===== src/hdl/bad_ram.sv =====
module bad_ram #(
    parameter int WIDTH = 8,
    parameter int DEPTH = 16
) (
    input  logic                                   i_clk,
    input  logic                                   i_we,
    input  logic [((DEPTH > 1) ? $clog2(DEPTH) : 1)-1:0] i_waddr,
    input  logic [WIDTH-1:0]                       i_wdata,
    input  logic [((DEPTH > 1) ? $clog2(DEPTH) : 1)-1:0] i_raddr,
    output logic [WIDTH-1:0]                       o_rdata
);

    logic [WIDTH-1:0] r_mem [DEPTH];
    logic [WIDTH-1:0] r_rdata;

    // Read-first: a read of the entry being written returns the old word.
    always_ff @(posedge i_clk) begin
        if (i_we) begin
            r_mem[i_waddr] <= i_wdata;
        end
        r_rdata <= r_mem[i_raddr];
    end

    assign o_rdata = r_rdata;

endmodule


===== config.mk =====
export PLATFORM = sky130hd
export DESIGN_NAME = bad_ram
export DESIGN_NICKNAME = d
export VERILOG_FILES = /design/src/hdl/bad_ram.sv
export SDC_FILE = /design/constraint.sdc
export NUM_CORES = 1
export LEC_CHECK = 0
export BUFFER_PORTS_ARGS = -buffer_cell sky130_fd_sc_hd__buf_2
export CAP_MARGIN = 20
export CORE_MARGIN = 8
export CORE_UTILIZATION = 60
export DETAILED_ROUTE_END_ITERATION = 6
export PLACE_DENSITY = 0.82
export SYNTH_ARGS = -nofsm -noshare
export SYNTH_HDL_FRONTEND = slang
export SYNTH_SLANG_ARGS = --single-unit

===== constraint.sdc =====
create_clock -name i_clk -period 6.9 [get_ports i_clk]
set_clock_uncertainty 0.2 [all_clocks]
set_input_delay 1.725 -clock i_clk [delete_from_list [all_inputs] [get_ports i_clk]]
set_output_delay 1.725 -clock i_clk [all_outputs]
set_load 0.02 [all_outputs]

# == Yosys cells after proc, flatten, opt, wreduce, memory -nomap -nowiden ==
# Memories as Yosys holds them, arrays and structs flattened. A register that Yosys moved wholly into a read port is not among the register bits.
# Cells that the tools add are included.
# Widths: inputs -> output; s select.
# totals
register_bits,0
mem_count,1
ram_bits,128
inputBits,18
output_inout_bits,8
# op_classes
mux,2
# memory_table
memory,depth,width,read_ports,rd_clocked_by_memory_dff,write_ports,line_no,text
r_mem,16,8,1,1,1,13,logic [WIDTH-1:0] r_mem [DEPTH];
# op_table
cell,n
$mux 1,2

# == Longest topological paths before layout ==
# Gate-level depths: netlist of the first run.
# depth
depth_word,2
depth_mapped,5
mapped_depth_nobuf,3

# == Worst setup path after synthesis of the first run ==
# No wires, ideal clock.
# synth_path
kind,input to register
from,input port i_waddr[2] (netlist name)
to,memory r_mem[0][0] (enable)
path_slack_ns,3.482
stages,2
path_buffers,0
setup_time_ns,0.383
arrival_time_ns,2.835
cell_sequence,or3b_2 nor3_1
# synth_rtl
element,line_no,text
start: declaration,7,"input logic [((DEPTH > 1) ? $clog2(DEPTH) : 1)-1:0] i_waddr,"
end: declaration,13,
# No word-level cell before the write port.

==> results of run 1 <==
-- per-stage QoR --
stage | setup slack (ns) | instance area (um2) | util [%] | power, uW
after global routing | 3.360 | 5871 | 71.09 | 1854
after global placement | 2.927 | 5335 | 64.61 | 1029
after detailed placement | 2.954 | 5343 | 64.70 | 1033
after CTS | 3.470 | 5871 | 71.09 | 1817
after floorplan | 3.482 | 5147 | - | 998.4
final | 3.486 | 5871 | 71.09 | 1805
-- cell usage in the layout, fill, tap and decap left out, drive strengths merged, types with 4 or more instances in the layout --
cell type  count
clkinv         4
clkbuf        19
nor3           4
buf           27
dfxtp          8
a22oi         16
nand2          9
mux4          32
edfxtp       128
inv            4
nor2          13
clkinvlp       5
-- layout make-up --
cell class              count  share of cell area, %
clock buffers              19                  7.353
clock inverters            13                  1.641
multi-input cells          83                  18.18
flip-flops and latches    136                  68.20
well taps                 105                  2.238
repair buffers             27                  2.387
-- flip-flops by register name, summed over array words and instances (netlist names) --
signal   flops
r_mem      128
o_rdata      8
-- kinds of logic after synthesis --
logic type / count (synthesis) / synth area share (%)
muxes: 32 / 15.02
buffers and inverters: 10 / 1.677
and+or+nand+nor: 35 / 3.184
AOI/OAI and AO/OA: 16 / 2.334
DFF: 136 / 77.78
-- worst max-delay path: stages --
cell and delay [ns]:
buf_2 0.77, mux4_1 0.67, a22oi_1 0.35, nand2_1 0.09
-- path summary, 6_finish.rpt --
| check | from | to | slack (ns) | cells after the start |
|---|---|---|---|---|
| max | i_raddr[0] | o_rdata[5] | 3.49 | 4 |
| min | r_mem[14][5] | o_rdata[5] | 0.48 | 3 |
| max reg2reg | r_mem[10][7] | o_rdata[7] | 5.23 | 3 |
| min reg2reg | r_mem[14][5] | o_rdata[5] | 0.48 | 3 |
-- routing by layer --
layer  track usage, %  vias up
li1                 -     1051
met3            5.782       15
met2            27.46      132
met4            8.309        0
met5                0        -
met1            23.81     1242
-- report_power, final --
group | leakage, uW | switching, uW | internal (uW)
registers | 0.00122 | 5.52 | 924
logic | 0.000483 | 52.8 | 33.1
clock network | 0.000247 | 338 | 453
==> impl_results.md, run 1 <==
* Post-CTS resize count at 0
* Maximum capacitance violations at 0
* Synth Flop Type: edfxtp_1
* TritonRoute pass-1 iters at 4
* DRC violations left at 0
* Setup TNS at 0 ns
* Hold Path Class: register to register
* Register area at 0.004004 mm2
* Area growth from synthesis to layout at 14.05%
* Routed Antenna Nets at 0
* Tmin final at 3.414 ns
* Post-synth top area share at 74.67%
* Final Hold Viols at 0
* Post-synth top area cell: edfxtp_1
* Final cell count without fillers at 383
* Longest Clk Path Bufs at 2
* CTS tree: done
* CP Class: input port to register
* Top layer in use: met4
* IO Port Bufs at 25
* Area of the die at 0.01180 mm2
* Avg Cell Area, Syn at 22.48 um2
* Startpoint types: input port
* CTS Hold Bufs at 0
* Pin count of the biggest net entering global routing at 33
* Multi-input logic area at 0.001067 mm2
* Hold WS at 0.4765 ns
* Met2 wire len at 4901 um
* Initial antenna violation count at 0
* Cell Area, Synth at 0.005147 mm2
* Initial Util at 62.33%
* CTS sink count at 136
* Post-synth ARST share at 0%
* Synth cell count leaders: edfxtp_1, mux4_2, a22oi_1
* Synth area leaders: edfxtp_1, mux4_2, mux4_1, dfxtp_1, a22oi_1
* Cells after synthesis at 229
* WL met3 at 812 um
* Final worst-path cycle share at 49.48%
* GRT Util Overall at 18.17%
* ANT cells at 0
* Via Count at 2440
* Yosys warns at 0
* Max-slew violations at 0
* RSZ-0062 raised after global routing: no
* Core ar. at 0.008258 mm2
* Row count at 33
* Leakage at 0.001954 uW
* Actual slew at the worst max-slew pin at 1.035 ns
* FILL cells at 481
* Net Count, Synth at 247
* Vias in the first global route at 2423
* Boundary Pins at 26
* Root buf cell: clkbuf_8
* Worst Path Max Fanout at 32
* First-pass GRT wire length at 14660 um
* H-tree levels at 4
* Chip height at 108.6 um
* Power Density at 307.5 mW/mm2
* Seq cells post-synth at 136
* Count leader, synth: edfxtp_1
* Peak VDD IR at 0.1961 mV
* Post-synthesis cell type count at 19
* Clk pin slew, worst setup/hold paths at 0.06 ns
* Final GP Congestion at 0.7481
* Worst Setup End Kind: register
* Drt wl/cell at 25.66 um
* Sequential fraction of the synthesis area at 77.78%
* Congestion Overflow GR at 0
* Initial drt markers at 200
* Final setup viols at 0
* Inst Count DP at 351
* Clk_lat worst skew at 0.52 ns
* Vias/cell at 6.371
* Share of post-route cells with drive strength above 1 at 28.42%
* Post-DP HPWL at 5879 um
* Fmax at 292.9 MHz
* M1 WL at 3946 um
* Status: finished clean
* Fin nets at 283
* Slew HR at 31.00%
* EDFF count, synth at 128
* Post-Route WL at 9826 um
* Die width at 108.6 um
* WP data arrival at 3.61 ns
* Data required, critical path at 7.09 ns
* Post-CTS setup buffers at 0
* CTS buffer count at 17
Note: power is estimated with default switching activity, not from simulation.
==> run 2, diff against run 1 <==
Clock period 6.9 ns to 3.4 ns, I/O delays scaled along.
==> run 2 against run 1 <==
Clock power increased by 140%. Power is 120% higher. Final cell count increased by 3.1%. Sequential power rose by 100%. Via count is 3.2% higher. Utilization increased by 2.2 points. Routed wire length increased by 4.4%. Combinational power grew 110%. Global-route usage increased by 0.86 points. Hold slack better by 0.00082 ns. Critical endpoint is now o_rdata[7].
==> impl_results.md, run 2 (synthesized netlist as in run 1, its figures left out) <==
* Fmax at 467.1 MHz
* Sw Share at 20.38%
* Clk pin slew, worst setup/hold paths at 0.06 ns
* Final GP Congestion at 0.7186
* Final instance area at 0.006051 mm2
* Data required, critical path at 3.59 ns
* Peak VDD IR at 0.4936 mV
* Tmin final at 2.141 ns
* Chip height at 108.6 um
* CP Capture Point: o_rdata[7]
* Leakage at 0.002057 uW
* IO Port Bufs at 25
* Slew HR at 38.63%
* TritonRoute pass-1 iters at 5
* Fin nets at 295
* Hold Path Class: register to register
* Delay-heaviest family, CP: buffers and inverters
* Final Hold Viols at 0
* Vias/cell at 6.372
* DRC violations left at 0
* Worst Setup End Kind: register
* Bufs and invs on worst path at 2
* Hold Path Cell Cnt at 3
* Pin count of the biggest net entering global routing at 33
* WP data arrival at 2.33 ns
* Setup TNS at 0 ns
* Worst Path Max Fanout at 20
* Vias in the first global route at 2556
* Reg2Reg Setup Slack at 1.81 ns
* H-tree levels at 4
* Post-CTS setup buffers at 0
* Max reg flops at 128
* Flop pwr share at 47.8%
* Via Count at 2517
* Area growth from synthesis to layout at 17.55%
* Initial drt markers at 284
* FILL cells at 466
* RSZ-0062 raised after global routing: no
* Congestion Overflow GR at 0
* Power Density at 652.2 mW/mm2
* CP Class: input port to register
* CTS buffer count at 17
* CP max stage delay at 0.40 ns
* Final worst-path cycle share at 62.96%
* Worst-path cell chain: buf_2 -> buf_4 -> mux4_2 -> a22oi_1 -> nand2_1
* Final setup viols at 0
* Critical Path Source: i_raddr[1]
* Biggest register: r_mem
* Actual slew at the worst max-slew pin at 0.9172 ns
* Initial Util at 62.33%
* Total chip power at 3946 uW
* Longest Clk Path Bufs at 2
* Startpoint types: input port
* Critical-path top delay cell: buf_2
* Area after DPL at 0.005435 mm2
* P_int at 3142 uW
* Combinational power share at 4.7%
* GRT Util Overall at 19.02%
* Worst reg2reg path startpoint: r_mem[9][1]
* Die width at 108.6 um
* CTS tree: done
* Post-Route WL at 10260 um
* Reg-to-reg endpoint: o_rdata[1]
* Boundary Pins at 26
* Clk pwr share at 47.5%
* CTS Hold Bufs at 0
* Root buf cell: clkbuf_8
* Clk_lat worst skew at 0.52 ns
* Core ar. at 0.008258 mm2
* Most common cell after layout, fill and taps aside: edfxtp_1
* Sw Pwr at 804.3 uW
* Post-DP HPWL at 6013 um
* Max-slew violations at 0
* Maximum capacitance violations at 0
* Initial antenna violation count at 1
* Area of the die at 0.01180 mm2
* CTS sink count at 136
* Routed Antenna Nets at 0
* ANT cells at 0
* Worst r2r path cells at 3
* Worst path depth at 5
* Status: finished clean
* Share of post-route cells with drive strength above 1 at 30.69%
* Most frequent cells in the layout: edfxtp_1, buf_2, mux4_2
* Post-CTS resize count at 0
* Row count at 33
* First-pass GRT wire length at 15550 um
* Drt wl/cell at 25.97 um
## run 2: metal layers
layer | part of all wire (%) | GRT usage [%] | wire length, um
met4 | 1.9 | 7.820 | 194
met3 | 7.1 | 6.785 | 725
met5 | 0.13 | 0 | 13
met2 | 51 | 29.60 | 5220
met1 | 40 | 24.01 | 4105
## run 2: metrics by stage
stage / hold slack [ns] / setup slack, ns / util (%) / std cells
floorplan: 0.4293 / 0.8571 / - / 229
CTS: 0.4824 / 1.240 / 73.27 / 395
detailed placement: 0.4727 / 0.7387 / 65.82 / 363
global route: 0.4996 / 1.202 / 73.27 / 395
global placement: 0.4492 / 0.7287 / 65.82 / 363
finish: 0.4773 / 1.259 / 73.27 / 395
## run 2: worst reg2reg max path: stages, from the launching register on
cell and delay (ns):
edfxtp_1 0.38, mux4_1 0.53, a22oi_1 0.28, nand2_1 0.09
## run 2: final cells by class
class,count,area [um2],share of cell area (%)
Clock buffer,18,417.9,6.907
Clock inverter,14,197.7,3.267
Multi-Input combinational cell,83,1057,17.47
Sequential cell,136,4004,66.17
Tap cell,105,131.4,2.171
Timing Repair Buffer,39,242.7,4.012
## run 2: worst min-delay path by stage
stage                       startpoint            to  slack [ns]
after floorplan            r_mem[7][0]    o_rdata[0]        0.43
after global placement     r_mem[4][3]    o_rdata[3]        0.45
final                     r_mem[15][4]    o_rdata[4]        0.48
after detailed placement   r_mem[4][2]    o_rdata[2]        0.47
after global routing        i_wdata[3]  r_mem[15][3]        0.50
after CTS                  r_mem[4][2]    o_rdata[2]        0.48
## run 2: power groups by stage
| stage | sequential (uW) | combinational, uW | clock [uW] |
|---|---|---|---|
| global route | 1890 | 197 | 1980 |
| floorplan | 1930 | 95.1 | 0 |
| CTS | 1890 | 186 | 1900 |
| finish | 1890 | 184 | 1870 |
| detailed placement | 1920 | 182 | 0 |
| global placement | 1920 | 177 | 0 |
