$ cat config.mk
export PLATFORM = sky130hd
export DESIGN_NAME = bad_div
export DESIGN_NICKNAME = d
export VERILOG_FILES = /design/src/hdl/bad_pkg.sv /design/src/hdl/bad_div.sv
export SDC_FILE = /design/constraint.sdc
export NUM_CORES = 1
export LEC_CHECK = 0
export BUFFER_PORTS_ARGS = -buffer_cell sky130_fd_sc_hd__buf_2
export CAP_MARGIN = 40
export CORE_ASPECT_RATIO = 0.8
export CORE_MARGIN = 2
export CORE_UTILIZATION = 57
export DETAILED_ROUTE_END_ITERATION = 8
export PLACE_DENSITY = 0.9
export RECOVER_POWER = 100
export SYNTH_ARGS = -nofsm -noshare
export SYNTH_HDL_FRONTEND = slang
export SYNTH_SLANG_ARGS = --single-unit
$ cat constraint.sdc
create_clock -name i_clk -period 3.3 [get_ports i_clk]
set_input_delay 0.165 -clock i_clk [delete_from_list [all_inputs] [get_ports i_clk]]
set_output_delay 0.165 -clock i_clk [all_outputs]
set_load 0.01 [all_outputs]
$ cat src/hdl/bad_pkg.sv
package bad_pkg;

    // Pixel and icon pixel width.
    localparam int PIX_W = 8;

    // Configuration port.
    localparam int CFG_IDX_W  = 3;
    localparam int CFG_DATA_W = 13;

    // Widths of the configuration registers.
    localparam int DIM_CFG_W   = 13;
    localparam int ICOLS_CFG_W = 9;

    // Register indexes.
    localparam logic [CFG_IDX_W-1:0] REG_IMAGE_ROWS = 3'd0;
    localparam logic [CFG_IDX_W-1:0] REG_IMAGE_COLS = 3'd1;
    localparam logic [CFG_IDX_W-1:0] REG_ICON_ROWS  = 3'd2;
    localparam logic [CFG_IDX_W-1:0] REG_ICON_COLS  = 3'd3;

    // Default sizes.
    localparam int DEF_MAX_IMAGE_DIM = 4096;
    localparam int DEF_MAX_ICON_COLS = 256;

    // Handshake between a client and the iterative divider.
    typedef struct packed {
        logic start;
        logic ack;
    } t_div_ctl;

    typedef struct packed {
        logic busy;
        logic done;
    } t_div_stat;

endpackage

$ cat src/hdl/bad_div.sv
module bad_div #(
    parameter int NUM_W = 16,
    parameter int DEN_W = 16,
    parameter int Q_W   = 8
) (
    input  logic                i_clk,
    input  logic                i_rst_n,
    input  bad_pkg::t_div_ctl   i_ctl,
    input  logic [NUM_W-1:0]    i_num,
    input  logic [DEN_W-1:0]    i_den,
    output bad_pkg::t_div_stat  o_stat,
    output logic [Q_W-1:0]      o_quot
);

    import bad_pkg::*;

    // Restoring division, one quotient bit per cycle, most significant first.
    // The caller guarantees that the quotient fits in Q_W bits.
    localparam int SH_W  = DEN_W + Q_W;
    localparam int CMP_W = (NUM_W > SH_W) ? NUM_W : SH_W;
    localparam int CNT_W = $clog2(Q_W + 1);

    typedef enum logic [1:0] {
        D_IDLE,
        D_RUN,
        D_HOLD
    } t_div_state;

    t_div_state       r_state;
    logic [NUM_W-1:0] r_rem;
    logic [SH_W-1:0]  r_den;
    logic [Q_W-1:0]   r_quot;
    logic [CNT_W-1:0] r_cnt;

    logic [CMP_W-1:0] rem_x;
    logic [CMP_W-1:0] den_x;
    logic             fits;

    always_comb begin
        rem_x = CMP_W'(r_rem);
        den_x = CMP_W'(r_den);
        fits  = (rem_x >= den_x);
    end

    always_ff @(posedge i_clk) begin
        if (!i_rst_n) begin
            r_state <= D_IDLE;
            r_cnt   <= '0;
        end else if (i_ctl.start) begin
            r_state <= D_RUN;
            r_rem   <= i_num;
            r_den   <= SH_W'(i_den) << (Q_W - 1);
            r_quot  <= '0;
            r_cnt   <= CNT_W'(Q_W);
        end else begin
            unique case (r_state)
                D_IDLE: begin
                end
                D_RUN: begin
                    if (fits) begin
                        r_rem <= NUM_W'(rem_x - den_x);
                    end
                    r_quot <= Q_W'({r_quot, fits});
                    r_den  <= r_den >> 1;
                    r_cnt  <= r_cnt - CNT_W'(1);
                    if (r_cnt == CNT_W'(1)) begin
                        r_state <= D_HOLD;
                    end
                end
                D_HOLD: begin
                    if (i_ctl.ack) begin
                        r_state <= D_IDLE;
                    end
                end
                default: begin
                    r_state <= D_IDLE;
                end
            endcase
        end
    end

    assign o_stat.busy = (r_state != D_IDLE);
    assign o_stat.done = (r_state == D_HOLD);
    assign o_quot      = r_quot;

endmodule

### Word-level counts from Yosys, hierarchy flattened

Cells that the tools add are included.

| word-level totals | value |
|---|---|
| flip-flop bits (word level) | 53 |
| bits of input ports | 36 |
| output and inout bits | 10 |
| word-level logic and storage cells | 42 |

| operators by class | value |
|---|---|
| add/sub/neg operators | 2 |
| $lt $le $gt $ge | 1 |
| equality and inequality tests | 8 |
| muxes and demuxes | 12 |
| bitwise operators | 2 |
| reductions and logical operators | 9 |

Operators with widths:

| kind | count |
|---|---|
| two-way mux 16 bit | 3 |
| two-way mux 23 bit | 2 |
| >= comparator 16 x 23 -> 1 bit | 1 |
| subtractor 16 bit | 1 |
| AND reduction 3 bit | 3 |
| two-way mux 4 bit | 2 |
| two-way mux 8 bit | 1 |
| inequality test 2 bit, second input constant | 3 |
| inequality test 3 bit, second input constant | 2 |
| case mux 2 bit (3 select lines) | 1 |
| nonzero test 2 bit | 3 |
| == test 4 x 1 -> 1 bit, second input constant | 1 |
| two-way mux 2 bit | 2 |
| subtractor 4 x 1 -> 4 bit, second input constant | 1 |
| == test 2 x 1 -> 1 bit, second input constant | 1 |
| == test 2 bit, second input constant | 1 |
| zero test 2 bit | 1 |
| NOT 1 bit | 2 |
| AND reduction 2 bit | 1 |
| OR reduction 2 bit | 1 |
| two-way mux 1 bit | 1 |

### Depth between registers and ports, before layout

| logic depth | value |
|---|---|
| word-level depth | 4 |
| mapped depth | 9 |

### Worst setup path before layout

No wires, ideal clock.

| path | value |
|---|---|
| path type | input-to-reg |
| start point | input port i_ctl[1] in the netlist's numbering |
| end point | register r_rem[0] (enable) |
| data arrival time | 2.124 ns |
| data required time | 2.962 ns |
| path slack | 0.838 ns |
| cell stages on the path | 4 |
| path through | clkbuf_1 -> buf_1 -> o21a_1 -> o221a_2 |

| on the way | value |
|---|---|
| longest elaborated chain between the ends | 2 |
| elaborated cells between the ends (all ways) | 3 |

RTL lines:

| element | RTL line | RTL |
|---|---|---|
| start: declaration | bad_div.sv:8 | `input bad_pkg::t_div_ctl i_ctl,` |
| nonzero test 2 bit (no line) | -- |  |
| AND reduction 3 bit (no line) (*) | -- |  |
| end signal: assignment | bad_div.sv:51 | `r_rem <= i_num;` |
| end signal: assignment | bad_div.sv:61 | `r_rem <= NUM_W'(rem_x - den_x);` |
| end: declaration | bad_div.sv:30 | `logic [NUM_W-1:0] r_rem;` |

Every way passes the cells marked *; elsewhere a longest branch is shown, timed or not.
A chain may end at the register's enable or synchronous reset.

### Worst setup path after layout

| path | value |
|---|---|
| start point | register r_rem[0] |
| end point | register r_rem[14], data pin |

| on the way | value |
|---|---|
| longest elaborated chain between the ends | 4 |

RTL lines:

| element | RTL line | RTL |
|---|---|---|
| subtractor 16 bit | bad_div.sv:61 |  |
| two-way mux 16 bit | bad_div.sv:60 | `if (fits) begin` |
| two-way mux 16 bit | bad_div.sv:56 | `unique case (r_state)` |
| two-way mux 16 bit | bad_div.sv:49 | `end else if (i_ctl.start) begin` |

Every way passes these cells. The select of a mux whose other input is x is not followed.

==> results.yml <==
status:
  status: "complete, but fails checks"
  violations: "max-capacitance violations, max-slew violations"
clock_tree:
  cts-root-buf: "clkbuf_8"
  cts_max_level: 2
  clk_latency_ps: 320
  post_cts_resized: 0
  cts_setup_buffers: 0
  cts_max_path_buffers: 2
  clk_pin_slew_ps: 100
  cts.sinks: 53
  numCtsBuffers: 5
  cts_tree: "done"
  cts_hold_buf: 0
routing:
  wl_per_cell_um: 15.6
  wl_mm: 6.25
  via_per_inst: 5.86
  vias: 2350
  drt_first_iter_violations: 230
  drcViolationCount: 0
  antenna_left: 0
  drt_first_pass_iters: 5
global_route:
  antenna_found_initial: 0
  grt_use_total_pct: 22.1
  grt_overflow: 0
  grt_max_degree: 45
  grt_pass1_vias: 2317
  grt_pass1_wl_mm: 10.5
sta:
  setup_violations: 0
  relSlewSlack_pct: -22.0
  fin_setup_tns_ps: 0
  report.final.hold_viol_count: 0
  holdWs_ps: 117
  fin_ws_ps: 388
  finalClockSkew_ps: 9.97
  period_minus_slack_ps: 2910
  finalCritPeriodShare_pct: 88.2
  slew_violations: 78
  worst_pin_slew_ps: 1830
  rsz0062_at_grt: "no"
  fmax_mhz: 343
die:
  row_count: 23
  die_area_um2: 6010
  coreArea_um2: 5090
  ioPinCount: 46
  die_w_um: 86.2
  start_util_pct: 60.5
  die_h_um: 69.7
worst_setup_path:
  end_kind: "flop"
  crit_path_start_kind: "flop"
  crit_arrival_ps: 2970
  crit_type: "flop to flop"
  cp.required_ps: 3360
  cp_max_fo: 4
  r2r_cells: 9
pwr:
  peakVddDrop_uv: 295
  power_mw: 1.46
  leakage_nw: 1.40
  powerDensity_nw_per_um2: 430
synthesis:
  seq_area_frac_synth_pct: 49.7
  synth_ff_type: "edfxtp_1"
  synth_nets: 352
  synthDistinctLibCells: 50
  syn_inst: 297
  ys_ff_latch: 53
  avgSynthCellArea_um2: 10.4
  syn-cell-area_um2: 3080
  ys_async_sr_fraction_pct: 0
  ys_warn_count: 0
  synth_edf_count: 47
placement:
  place_ws_ps: 637
  place.gp.congestion: 0.879
  dpl.hpwl_mm: 4.50
  port-buffer-count: 45
finish:
  utilization_pct: 66.8
  drive_gt1_share_pct: 15.9
  nNetsFinal: 393
  areaGrowthSynthToFinish_pct: 10.5
  antenna_cells_inserted: 0
  fill_cells: 418
min_path:
  hold_class: "input pin to flop"
  hold_depth: 2
job:
  cap_violations: 2
==> final timing paths <==
check | startpoint | to | slack, ps
setup / recovery | r_rem[0] | r_rem[14] | 390
hold / removal | i_rst_n | r_cnt[3] | 120
setup reg to reg | r_rem[0] | r_rem[14] | 390
hold reg to reg | r_cnt[1] | r_cnt[1] | 540
==> cell type report <==
| class | count | area (µm²) | share of cell area, % |
|---|---|---|---|
| Multi-Input combinational cell | 204 | 1380 | 40.5 |
| Inverter | 27 | 101 | 2.98 |
| Tap cell | 62 | 77.6 | 2.28 |
| Clock inverter | 1 | 7.51 | 0.221 |
| Sequential cell | 53 | 1530 | 45.0 |
| Clock buffer | 7 | 86.3 | 2.54 |
| Timing Repair Buffer | 47 | 220 | 6.47 |
==> cells in the mapped netlist (all sizes together), types with 3 or more instances <==
| library cell | instances | area [µm²] |
|---|---|---|
| mux2 | 8 | 90.1 |
| clkbuf | 9 | 33.8 |
| xor2 | 6 | 52.6 |
| and4 | 6 | 52.6 |
| a21oi | 14 | 70.1 |
| inv | 27 | 101 |
| nand2b | 3 | 18.8 |
| ha | 18 | 225 |
| xnor2 | 5 | 43.8 |
| a21o | 6 | 45.0 |
| o211ai | 4 | 30.0 |
| edfxtp | 47 | 1410 |
| o21ai | 22 | 110 |
| a211oi | 3 | 32.5 |
| nand3 | 5 | 25.0 |
| dfxtp | 6 | 120 |
| nor3 | 3 | 15.0 |
| buf | 4 | 16.3 |
| nor2 | 24 | 90.1 |
| nor2b | 11 | 68.8 |
| mux2i | 3 | 30.0 |
| nand2 | 30 | 113 |
==> per-layer routing <==
metal | part of all wire [%] | vias up | wire [µm] | GRT usage [%]
met5 | 0 | - | 0 | 0
li1 | - | 1153 | - | -
met3 | 6.4 | 10 | 398 | 5.12
met1 | 46 | 1097 | 2870 | 30.1
met2 | 46 | 90 | 2880 | 34.5
met4 | 1.6 | 0 | 99 | 8.33
==> stage by stage <==
step	cells	cell area, µm²
6_report	401	3400
5_1_grt	401	3400
4_1_cts	401	3440
3_5_place_dp	393	3350
3_3_place_gp	393	3350
2_1_floorplan	297	3080
==> layout by cell type, fill, tap and decap left out, types with 2 or more instances in the layout <==
cell type	netlist	layout
ha_1	18	18
xor2_1	6	6
o21a_1	2	2
clkbuf_1	9	13
a211oi_1	1	2
or3_1	2	2
xnor2_1	5	5
mux2_2	8	8
buf_2	1	35
inv_1	27	27
mux2i_1	3	3
dfxtp_1	6	6
and2_1	2	2
nor2_1	24	24
a21oi_1	14	14
o21bai_1	2	2
o21ai_0	22	22
nand2_1	30	30
a21o_1	6	6
nand2b_1	3	3
a221oi_1	1	2
nor4b_1	2	2
a311oi_1	2	2
o211ai_1	4	4
nor4_1	2	2
nand3_1	5	5
nor2b_1	11	11
edfxtp_1	47	47
and4_1	6	6
nor3_1	3	3
clkbuf_8	0	6
==> state kept, by name, indices dropped and copies added (netlist names) <==
signal,count
r_rem,16
den_x,23
r_cnt,4
r_state,2
o_quot,8
==> cell families after synthesis <==
kind of cell	share of synthesized area (%)
compound gates	15.0
fa+ha+maj	7.96
simple gates	15.3
flops	49.7
mux	3.90
xor+xnor	3.13
buf+inv	4.92
==> worst max-delay path, stage by stage (launching register included) <==
cell and delay [ps]:
edfxtp_1 360, inv_1 60, ha_1 160, inv_1 50, fa_1 400, a21o_1 200
a221oi_1 590, o221ai_1 380, nor4b_1 360, nor3b_1 90
==> power by group <==
group,internal [mW],switching [mW]
Sequential,0.781,0.0142
Combinational,0.117,0.170
Clock,0.171,0.210
Total,1.07,0.395
Note: power is estimated with default switching activity, not from simulation.
