**src/hdl/bad_pkg.sv**
```systemverilog
package bad_pkg;

    // Pixel and icon pixel width.
    localparam int PIX_W = 8;

    // Configuration port.
    localparam int CFG_IDX_W  = 3;
    localparam int CFG_DATA_W = 13;

    // Widths of the configuration registers.
    localparam int DIM_CFG_W   = 13;
    localparam int ICOLS_CFG_W = 9;

    // Register indexes.
    localparam logic [CFG_IDX_W-1:0] REG_IMAGE_ROWS = 3'd0;
    localparam logic [CFG_IDX_W-1:0] REG_IMAGE_COLS = 3'd1;
    localparam logic [CFG_IDX_W-1:0] REG_ICON_ROWS  = 3'd2;
    localparam logic [CFG_IDX_W-1:0] REG_ICON_COLS  = 3'd3;

    // Default sizes.
    localparam int DEF_MAX_IMAGE_DIM = 4096;
    localparam int DEF_MAX_ICON_COLS = 256;

    // Handshake between a client and the iterative divider.
    typedef struct packed {
        logic start;
        logic ack;
    } t_div_ctl;

    typedef struct packed {
        logic busy;
        logic done;
    } t_div_stat;

endpackage

```
**src/hdl/bad_div.sv**
```systemverilog
module bad_div #(
    parameter int NUM_W = 16,
    parameter int DEN_W = 16,
    parameter int Q_W   = 8
) (
    input  logic                i_clk,
    input  logic                i_rst_n,
    input  bad_pkg::t_div_ctl   i_ctl,
    input  logic [NUM_W-1:0]    i_num,
    input  logic [DEN_W-1:0]    i_den,
    output bad_pkg::t_div_stat  o_stat,
    output logic [Q_W-1:0]      o_quot
);

    import bad_pkg::*;

    // Restoring division, one quotient bit per cycle, most significant first.
    // The caller guarantees that the quotient fits in Q_W bits.
    localparam int SH_W  = DEN_W + Q_W;
    localparam int CMP_W = (NUM_W > SH_W) ? NUM_W : SH_W;
    localparam int CNT_W = $clog2(Q_W + 1);

    typedef enum logic [1:0] {
        D_IDLE,
        D_RUN,
        D_HOLD
    } t_div_state;

    t_div_state       r_state;
    logic [NUM_W-1:0] r_rem;
    logic [SH_W-1:0]  r_den;
    logic [Q_W-1:0]   r_quot;
    logic [CNT_W-1:0] r_cnt;

    logic [CMP_W-1:0] rem_x;
    logic [CMP_W-1:0] den_x;
    logic             fits;

    always_comb begin
        rem_x = CMP_W'(r_rem);
        den_x = CMP_W'(r_den);
        fits  = (rem_x >= den_x);
    end

    always_ff @(posedge i_clk) begin
        if (!i_rst_n) begin
            r_state <= D_IDLE;
            r_cnt   <= '0;
        end else if (i_ctl.start) begin
            r_state <= D_RUN;
            r_rem   <= i_num;
            r_den   <= SH_W'(i_den) << (Q_W - 1);
            r_quot  <= '0;
            r_cnt   <= CNT_W'(Q_W);
        end else begin
            unique case (r_state)
                D_IDLE: begin
                end
                D_RUN: begin
                    if (fits) begin
                        r_rem <= NUM_W'(rem_x - den_x);
                    end
                    r_quot <= Q_W'({r_quot, fits});
                    r_den  <= r_den >> 1;
                    r_cnt  <= r_cnt - CNT_W'(1);
                    if (r_cnt == CNT_W'(1)) begin
                        r_state <= D_HOLD;
                    end
                end
                D_HOLD: begin
                    if (i_ctl.ack) begin
                        r_state <= D_IDLE;
                    end
                end
                default: begin
                    r_state <= D_IDLE;
                end
            endcase
        end
    end

    assign o_stat.busy = (r_state != D_IDLE);
    assign o_stat.done = (r_state == D_HOLD);
    assign o_quot      = r_quot;

endmodule

```
**src/hdl/bad_setup.sv**
```systemverilog
module bad_setup #(
    parameter int MAX_IMAGE_DIM = bad_pkg::DEF_MAX_IMAGE_DIM,
    parameter int MAX_ICON_COLS = bad_pkg::DEF_MAX_ICON_COLS
) (
    input  logic                                  i_clk,
    input  logic                                  i_rst_n,
    input  logic                                  i_cfg_valid,
    input  logic [bad_pkg::CFG_IDX_W-1:0]         i_cfg_index,
    input  logic [bad_pkg::CFG_DATA_W-1:0]        i_cfg_data,
    output logic                                  o_restart,
    output logic                                  o_ready,
    output logic [$clog2(MAX_IMAGE_DIM + 1)-1:0]  o_rows,
    output logic [$clog2(MAX_IMAGE_DIM + 1)-1:0]  o_cols,
    output logic [$clog2(MAX_IMAGE_DIM + 1)-1:0]  o_irows,
    output logic [$clog2(MAX_IMAGE_DIM + 1)-1:0]  o_icols,
    output logic [$clog2(MAX_IMAGE_DIM + 1)-1:0]  o_bh,
    output logic [$clog2(MAX_IMAGE_DIM + 1)-1:0]  o_bw,
    output logic [2*$clog2(MAX_IMAGE_DIM + 1)-1:0] o_area
);

    import bad_pkg::*;

    localparam int DIM_W  = $clog2(MAX_IMAGE_DIM + 1);
    localparam int AREA_W = 2 * DIM_W;
    localparam int IC_W   = $clog2(MAX_ICON_COLS + 1);
    localparam int CW0    = (DIM_CFG_W > DIM_W + 1) ? DIM_CFG_W : DIM_W + 1;
    localparam int CW     = (CW0 > IC_W) ? CW0 : IC_W;

    typedef enum logic [2:0] {
        S_H_GO,
        S_H_WAIT,
        S_W_GO,
        S_W_WAIT,
        S_MUL,
        S_DONE
    } t_setup_state;

    t_setup_state           r_state;
    logic [DIM_CFG_W-1:0]   r_img_rows;
    logic [DIM_CFG_W-1:0]   r_img_cols;
    logic [DIM_CFG_W-1:0]   r_icon_rows;
    logic [ICOLS_CFG_W-1:0] r_icon_cols;
    logic [DIM_W-1:0]       r_bh;
    logic [DIM_W-1:0]       r_bw;
    logic [AREA_W-1:0]      r_area;

    logic [CW-1:0] rows_w;
    logic [CW-1:0] cols_w;
    logic [CW-1:0] chi_w;
    logic [CW-1:0] irows_w;
    logic [CW-1:0] icols_w;
    logic          cfg_hit;

    t_div_ctl         div_ctl;
    t_div_stat        div_stat;
    logic [DIM_W-1:0] div_num;
    logic [DIM_W-1:0] div_den;
    logic [DIM_W-1:0] div_quot;

    // Clamp the dimensions so that every block holds at least one pixel.
    always_comb begin
        if (r_img_rows == '0) begin
            rows_w = CW'(1);
        end else if (CW'(r_img_rows) > CW'(MAX_IMAGE_DIM)) begin
            rows_w = CW'(MAX_IMAGE_DIM);
        end else begin
            rows_w = CW'(r_img_rows);
        end

        if (r_img_cols == '0) begin
            cols_w = CW'(1);
        end else if (CW'(r_img_cols) > CW'(MAX_IMAGE_DIM)) begin
            cols_w = CW'(MAX_IMAGE_DIM);
        end else begin
            cols_w = CW'(r_img_cols);
        end

        chi_w = (cols_w < CW'(MAX_ICON_COLS)) ? cols_w : CW'(MAX_ICON_COLS);

        if (r_icon_rows == '0) begin
            irows_w = CW'(1);
        end else if (CW'(r_icon_rows) > rows_w) begin
            irows_w = rows_w;
        end else begin
            irows_w = CW'(r_icon_rows);
        end

        if (r_icon_cols == '0) begin
            icols_w = CW'(1);
        end else if (CW'(r_icon_cols) > chi_w) begin
            icols_w = chi_w;
        end else begin
            icols_w = CW'(r_icon_cols);
        end
    end

    always_comb begin
        unique case (i_cfg_index)
            REG_IMAGE_ROWS, REG_IMAGE_COLS, REG_ICON_ROWS, REG_ICON_COLS: begin
                cfg_hit = i_cfg_valid;
            end
            default: begin
                cfg_hit = 1'b0;
            end
        endcase
    end

    always_comb begin
        div_ctl.start = (r_state == S_H_GO) || (r_state == S_W_GO);
        div_ctl.ack   = ((r_state == S_H_WAIT) || (r_state == S_W_WAIT)) && div_stat.done;
        div_num       = (r_state == S_H_GO) ? DIM_W'(rows_w)  : DIM_W'(cols_w);
        div_den       = (r_state == S_H_GO) ? DIM_W'(irows_w) : DIM_W'(icols_w);
    end

    bad_div #(
        .NUM_W (DIM_W),
        .DEN_W (DIM_W),
        .Q_W   (DIM_W)
    ) u_div (
        .i_clk   (i_clk),
        .i_rst_n (i_rst_n),
        .i_ctl   (div_ctl),
        .i_num   (div_num),
        .i_den   (div_den),
        .o_stat  (div_stat),
        .o_quot  (div_quot)
    );

    // Any write to a known register restarts the block size computation.
    always_ff @(posedge i_clk) begin
        if (!i_rst_n) begin
            r_state     <= S_H_GO;
            r_img_rows  <= DIM_CFG_W'(1);
            r_img_cols  <= DIM_CFG_W'(1);
            r_icon_rows <= DIM_CFG_W'(1);
            r_icon_cols <= ICOLS_CFG_W'(1);
        end else if (cfg_hit) begin
            unique case (i_cfg_index)
                REG_IMAGE_ROWS: r_img_rows  <= DIM_CFG_W'(i_cfg_data);
                REG_IMAGE_COLS: r_img_cols  <= DIM_CFG_W'(i_cfg_data);
                REG_ICON_ROWS:  r_icon_rows <= DIM_CFG_W'(i_cfg_data);
                REG_ICON_COLS:  r_icon_cols <= ICOLS_CFG_W'(i_cfg_data);
                default: begin
                end
            endcase
            r_state <= S_H_GO;
        end else begin
            unique case (r_state)
                S_H_GO: begin
                    r_state <= S_H_WAIT;
                end
                S_H_WAIT: begin
                    if (div_stat.done) begin
                        r_bh    <= div_quot;
                        r_state <= S_W_GO;
                    end
                end
                S_W_GO: begin
                    r_state <= S_W_WAIT;
                end
                S_W_WAIT: begin
                    if (div_stat.done) begin
                        r_bw    <= div_quot;
                        r_state <= S_MUL;
                    end
                end
                S_MUL: begin
                    r_area  <= AREA_W'(r_bh) * AREA_W'(r_bw);
                    r_state <= S_DONE;
                end
                S_DONE: begin
                end
                default: begin
                    r_state <= S_H_GO;
                end
            endcase
        end
    end

    assign o_restart = cfg_hit;
    assign o_ready   = (r_state == S_DONE);
    assign o_rows    = DIM_W'(rows_w);
    assign o_cols    = DIM_W'(cols_w);
    assign o_irows   = DIM_W'(irows_w);
    assign o_icols   = DIM_W'(icols_w);
    assign o_bh      = r_bh;
    assign o_bw      = r_bw;
    assign o_area    = r_area;

endmodule

```
**config.mk**
```make
export PLATFORM = sky130hd
export DESIGN_NAME = bad_setup
export DESIGN_NICKNAME = d
export VERILOG_FILES = /design/src/hdl/bad_pkg.sv /design/src/hdl/bad_div.sv /design/src/hdl/bad_setup.sv
export SDC_FILE = /design/constraint.sdc
export NUM_CORES = 1
export LEC_CHECK = 0
export ABC_CLOCK_PERIOD_IN_PS = 15100
export BUFFER_PORTS_ARGS = -buffer_cell sky130_fd_sc_hd__buf_2
export CORE_AREA = 10 10 170 172
export CTS_CLUSTER_DIAMETER = 100
export CTS_CLUSTER_SIZE = 40
export DETAILED_ROUTE_END_ITERATION = 8
export DIE_AREA = 0 0 180 182
export PLACE_DENSITY = 0.82
export RECOVER_POWER = 50
export SLEW_MARGIN = 10
export SYNTH_ARGS = -nofsm -noshare
export SYNTH_HDL_FRONTEND = slang
export SYNTH_HIERARCHICAL = 1
export SYNTH_SLANG_ARGS = --single-unit
```
**constraint.sdc**
```tcl
create_clock -name i_clk -period 15.1 [get_ports i_clk]
set_input_delay 0.755 -clock i_clk [delete_from_list [all_inputs] [get_ports i_clk]]
set_output_delay 0.755 -clock i_clk [all_outputs]
set_load 0.005 [all_outputs]
```
* Word level (Yosys, flattened, before mapping) *
Cells that the tools add are included.

storage, ports and cells
  input port bits = 19
  register bits = 160

operators by class
  multiply operators = 1
  reductions and logical operators = 27
  mux-type cells = 27
  $lt $le $gt $ge = 6
  $add $sub $neg = 2
  bitwise gates (word level) = 4
  eq/ne operators = 18

operators with widths
  operator                                                                       number
  13-bit 2-to-1 mux                                                              15
  25-bit 2-to-1 mux                                                              2
  13-bit zero test                                                               3
  13-bit greater-than comparator, second input constant                          2
  13-bit by 13-bit multiplier with 26-bit output                                 1
  13-bit by 25-bit >= comparator with 1-bit output                               1
  3-bit case mux with 6 select lines                                             1
  3-bit AND reduction                                                            5
  13-bit by 14-bit greater-than comparator with 1-bit output                     1
  14-bit by 9-bit less-than comparator with 1-bit output, second input constant  1
  9-bit by 13-bit greater-than comparator with 1-bit output                      1
  13-bit subtractor                                                              1
  3-bit by 2-bit == test with 1-bit output, second input constant                4
  2-bit AND reduction                                                            5
  9-bit zero test                                                                1
  4-bit 2-to-1 mux                                                               2
  2-bit inequality test, second input constant                                   4
  4-bit AND reduction                                                            2
  3-bit by 1-bit == test with 1-bit output, second input constant                2
  3-bit == test, second input constant                                           2
  3-bit zero test                                                                2
  3-bit 2-to-1 mux                                                               2
  2-bit case mux with 3 select lines                                             1
  4-bit by 1-bit == test with 1-bit output, second input constant                1
  15 further kinds                                                               23

* Depth between registers and ports, before layout *
  depth in word-level cells = 10
  mapped depth = 20
  mapped depth without buffers = 18

* Cells and area by module *
The synthesis kept the hierarchy.

by module, submodules not included
  module     cells each  area an instance (um^2)  instances
  bad_setup  1178        10646.5                  1
  bad_div    271         3095.5                   1

* Worst setup path after synthesis *
No wires, ideal clock.

  path kind = register to register
  start = reg r_bh[5] (netlist: o_bh[5])
  end = reg r_area[24] (netlist: o_area[24]), data pin
  arrival time = 4906 ps
  clock period less this slack = 5168 ps
  cell stages (with the launch flop) = 19
  setup time = 263 ps
  setup slack = 9932 ps
  path buffers = 1
  path through = edfxtp_1 clkbuf_1 and2_1 fa_1 inv_1 fa_1 fa_1 inv_1 fa_1 inv_1 fa_1 inv_1 ha_1 a21o_1 a21o_1 a21oi_1 o21ai_1 a311oi_1 xnor2_1

between the ends
  cells in the longest elaborated chain, start to end = 1

ends and longest elaborated chain
  element                                         line              RTL
  start, declared                                 bad_setup.sv:43   logic [DIM_W-1:0] r_bh;
  start signal, assigned                          bad_setup.sv:154  r_bh <= div_quot;
  13-bit by 13-bit multiplier with 26-bit output  bad_setup.sv:168  r_area <= AREA_W'(r_bh) * AREA_W'(r_bw);
  end signal, assigned                            bad_setup.sv:168
  end, declared                                   bad_setup.sv:45   logic [AREA_W-1:0] r_area;

No other way between the ends.
A chain may end at the register's enable or synchronous reset.

* Final worst setup path *
Same ends and word-level chain as after synthesis.

==> qor.csv <==
stage;metric;value;unit
layout;final_common_cell;nand2_1;
sta;relSlewSlack;-82.3;%
synth;yosys_warnings;6;
power;power.leakage;6.95;nW
drt;num_vias;10520;
layout;diodes;0;
power;power_frac_clock;41.1;%
drt;viasPerCell;5.61;
die;die_area;0.0328;mm^2
power;p_switching;0.308;mW
die;io_pins;125;
die;core_area;0.0256;mm^2
cts;ctsHoldBuffers;0;
global_route;antenna_found_initial;0;
setup_path;crit_fanout;14;
drt;drc_errors;0;
cts;ctsResizeCount;0;
layout;fin_cells;1875;
synth;syn_inst;1448;
sta;rsz0062_at_grt;no;
sta;period_share;37.4;%
die;die_h;182;um
cts;clk_latency;0.44;ns
placement;port-buffer-count;120;
placement;dp.cells;1843;
cts;cts_tree;built;
layout;area_delta_synth_final;9.66;%
global_route;grt.overflow.total;0;
layout;num-nets-final;1776;
placement;gp_congestion;0.877;
drt;drt_iter0_markers;784;
sta;hold_violations;0;
sta;max_clock_freq;0.177;GHz
cts;clk_path_buf_depth;2;
synth;postSynthAreaPerCell;9.49;um^2
sta;setup_tns;0;ns
drt;ant_nets;0;
cts;clk_pin_slew;0.07;ns
flow_run;cap_viol_max_count;2;
cts;numCtsBuffers;17;
power;power;1.08;mW
setup_path;critPathLaunchType;flip-flop;
drt;routed_wl;33200;um
layout;drive_above_1_share;10.6;%
placement;dp_hpwl;25300;um
die;rows;59;
layout;fin_util;58.8;%
sta;worst_slew_pin_slew;2.73;ns
global_route;grt_pass1_wl;54600;um
cts;clock_sinks;160;
sta;final-setup-viol-count;0;
sta;fin_crit;5.65;ns
min_path;min_path_type;flip-flop to flip-flop;
cts;post-cts-setup-buffers;0;
power;power.density;71.8;mW/mm^2
global_route;groute.usage.overall;20.0;%
global_route;grt_max_degree;66;
drt;avgRoutedWirePerCell;17.7;um
power;combPwrFrac;13.4;%
global_route;grt_pass1_vias;10813;
setup_path;arrival;5.83;ns
cts;cts-htree-levels;4;
run_status;violations;max-capacitance violations, max-slew violations;
power;internal-power;0.774;mW
setup_path;crit_path_end_kind;flip-flop;
power;p_seq_share;45.5;%
drt;first_pass_iters;7;
layout;layout_common_cells;nand2_1, inv_1, fa_1, ha_1, edfxtp_1;
die;start_util;53.6;%
sta;slew_violations;123;
cts;clockRootBuffer;clkbuf_16;
synth;syn-cell-area;0.0137;mm^2
setup_path;required;15.28;ns
sta;clock_skew;0.0171;ns
setup_path;path_class;flip-flop to flip-flop;
power;p_sw_share;28.5;%
run_status;status;finished, violations left;
die;die_w;180;um
power;worst_ir_drop_vdd;0.0000628;V
setup_path;rrSetupSlack;9.45;ns
[per-stage QoR]
step | setup slack (ns) | instance area, um^2 | hold slack (ns)
floorplan | 9.93 | 13700 | 0.421
global placement | 9.64 | 14500 | 0.426
detailed placement | 9.49 | 14500 | 0.429
CTS | 9.48 | 15100 | 0.444
global route | 9.18 | 15100 | 0.464
finish | 9.45 | 15100 | 0.442
[critical path, stage by stage, from the launching register on]
cell and delay [ns]:
edfxtp_1 0.58, and2_1 0.24, fa_1 0.53, inv_1 0.06, fa_1 0.53, inv_1 0.05, fa_1 0.50, inv_1 0.05
fa_1 0.46, fa_1 0.54, inv_1 0.04, ha_1 0.35, a21oi_1 0.21, o221ai_1 0.29, a211oi_2 0.36, o21ai_1 0.17
a311oi_1 0.33, xnor2_1 0.11
[final cells by class]
cell class / count / area, um^2
fillers: 2142 / 10600
multi-input cells: 998 / 8380
flip-flops and latches: 160 / 4230
inverters: 224 / 841
repair buffers: 126 / 584
clock buffers: 17 / 425
well taps: 335 / 419
clock inverters: 15 / 175
[state kept, by name, summed over array words and instances (netlist names)]
| signal | count |
|---|---|
| u_div/r_cnt | 4 |
| o_area | 26 |
| r_img_cols | 13 |
| r_icon_rows | 13 |
| u_div/den_x | 25 |
| u_div/o_quot | 13 |
| o_bw | 13 |
| u_div/r_state | 2 |
| r_img_rows | 13 |
| r_icon_cols | 9 |
| u_div/r_rem | 13 |
| o_bh | 13 |
| r_state | 3 |
[per-layer routing]
metal	up-vias	GRT usage [%]	part of all wire (%)
li1	4877	-	-
met1	5128	25.2	42
met2	444	33.5	48
met3	71	4.04	7.1
met4	0	6.98	2.7
met5	-	0	0
[final timing paths]
kind                    startpoint         end  cells past startpoint
setup reg to reg           o_bh[5]  o_area[24]                     17
setup / recovery           o_bh[5]  o_area[24]                     17
hold reg to reg   u_div/o_quot[12]    o_bw[12]                      0
hold / removal    u_div/o_quot[12]    o_bw[12]                      0
[power by group through the flow]
stage | logic [mW] | registers (mW) | clock network, mW
floorplan | 0.112 | 0.498 | 0
detailed placement | 0.140 | 0.502 | 0
CTS | 0.142 | 0.493 | 0.448
global placement | 0.138 | 0.501 | 0
global route | 0.158 | 0.494 | 0.469
finish | 0.145 | 0.493 | 0.445
No activity file was read; power rests on OpenSTA's default activity.
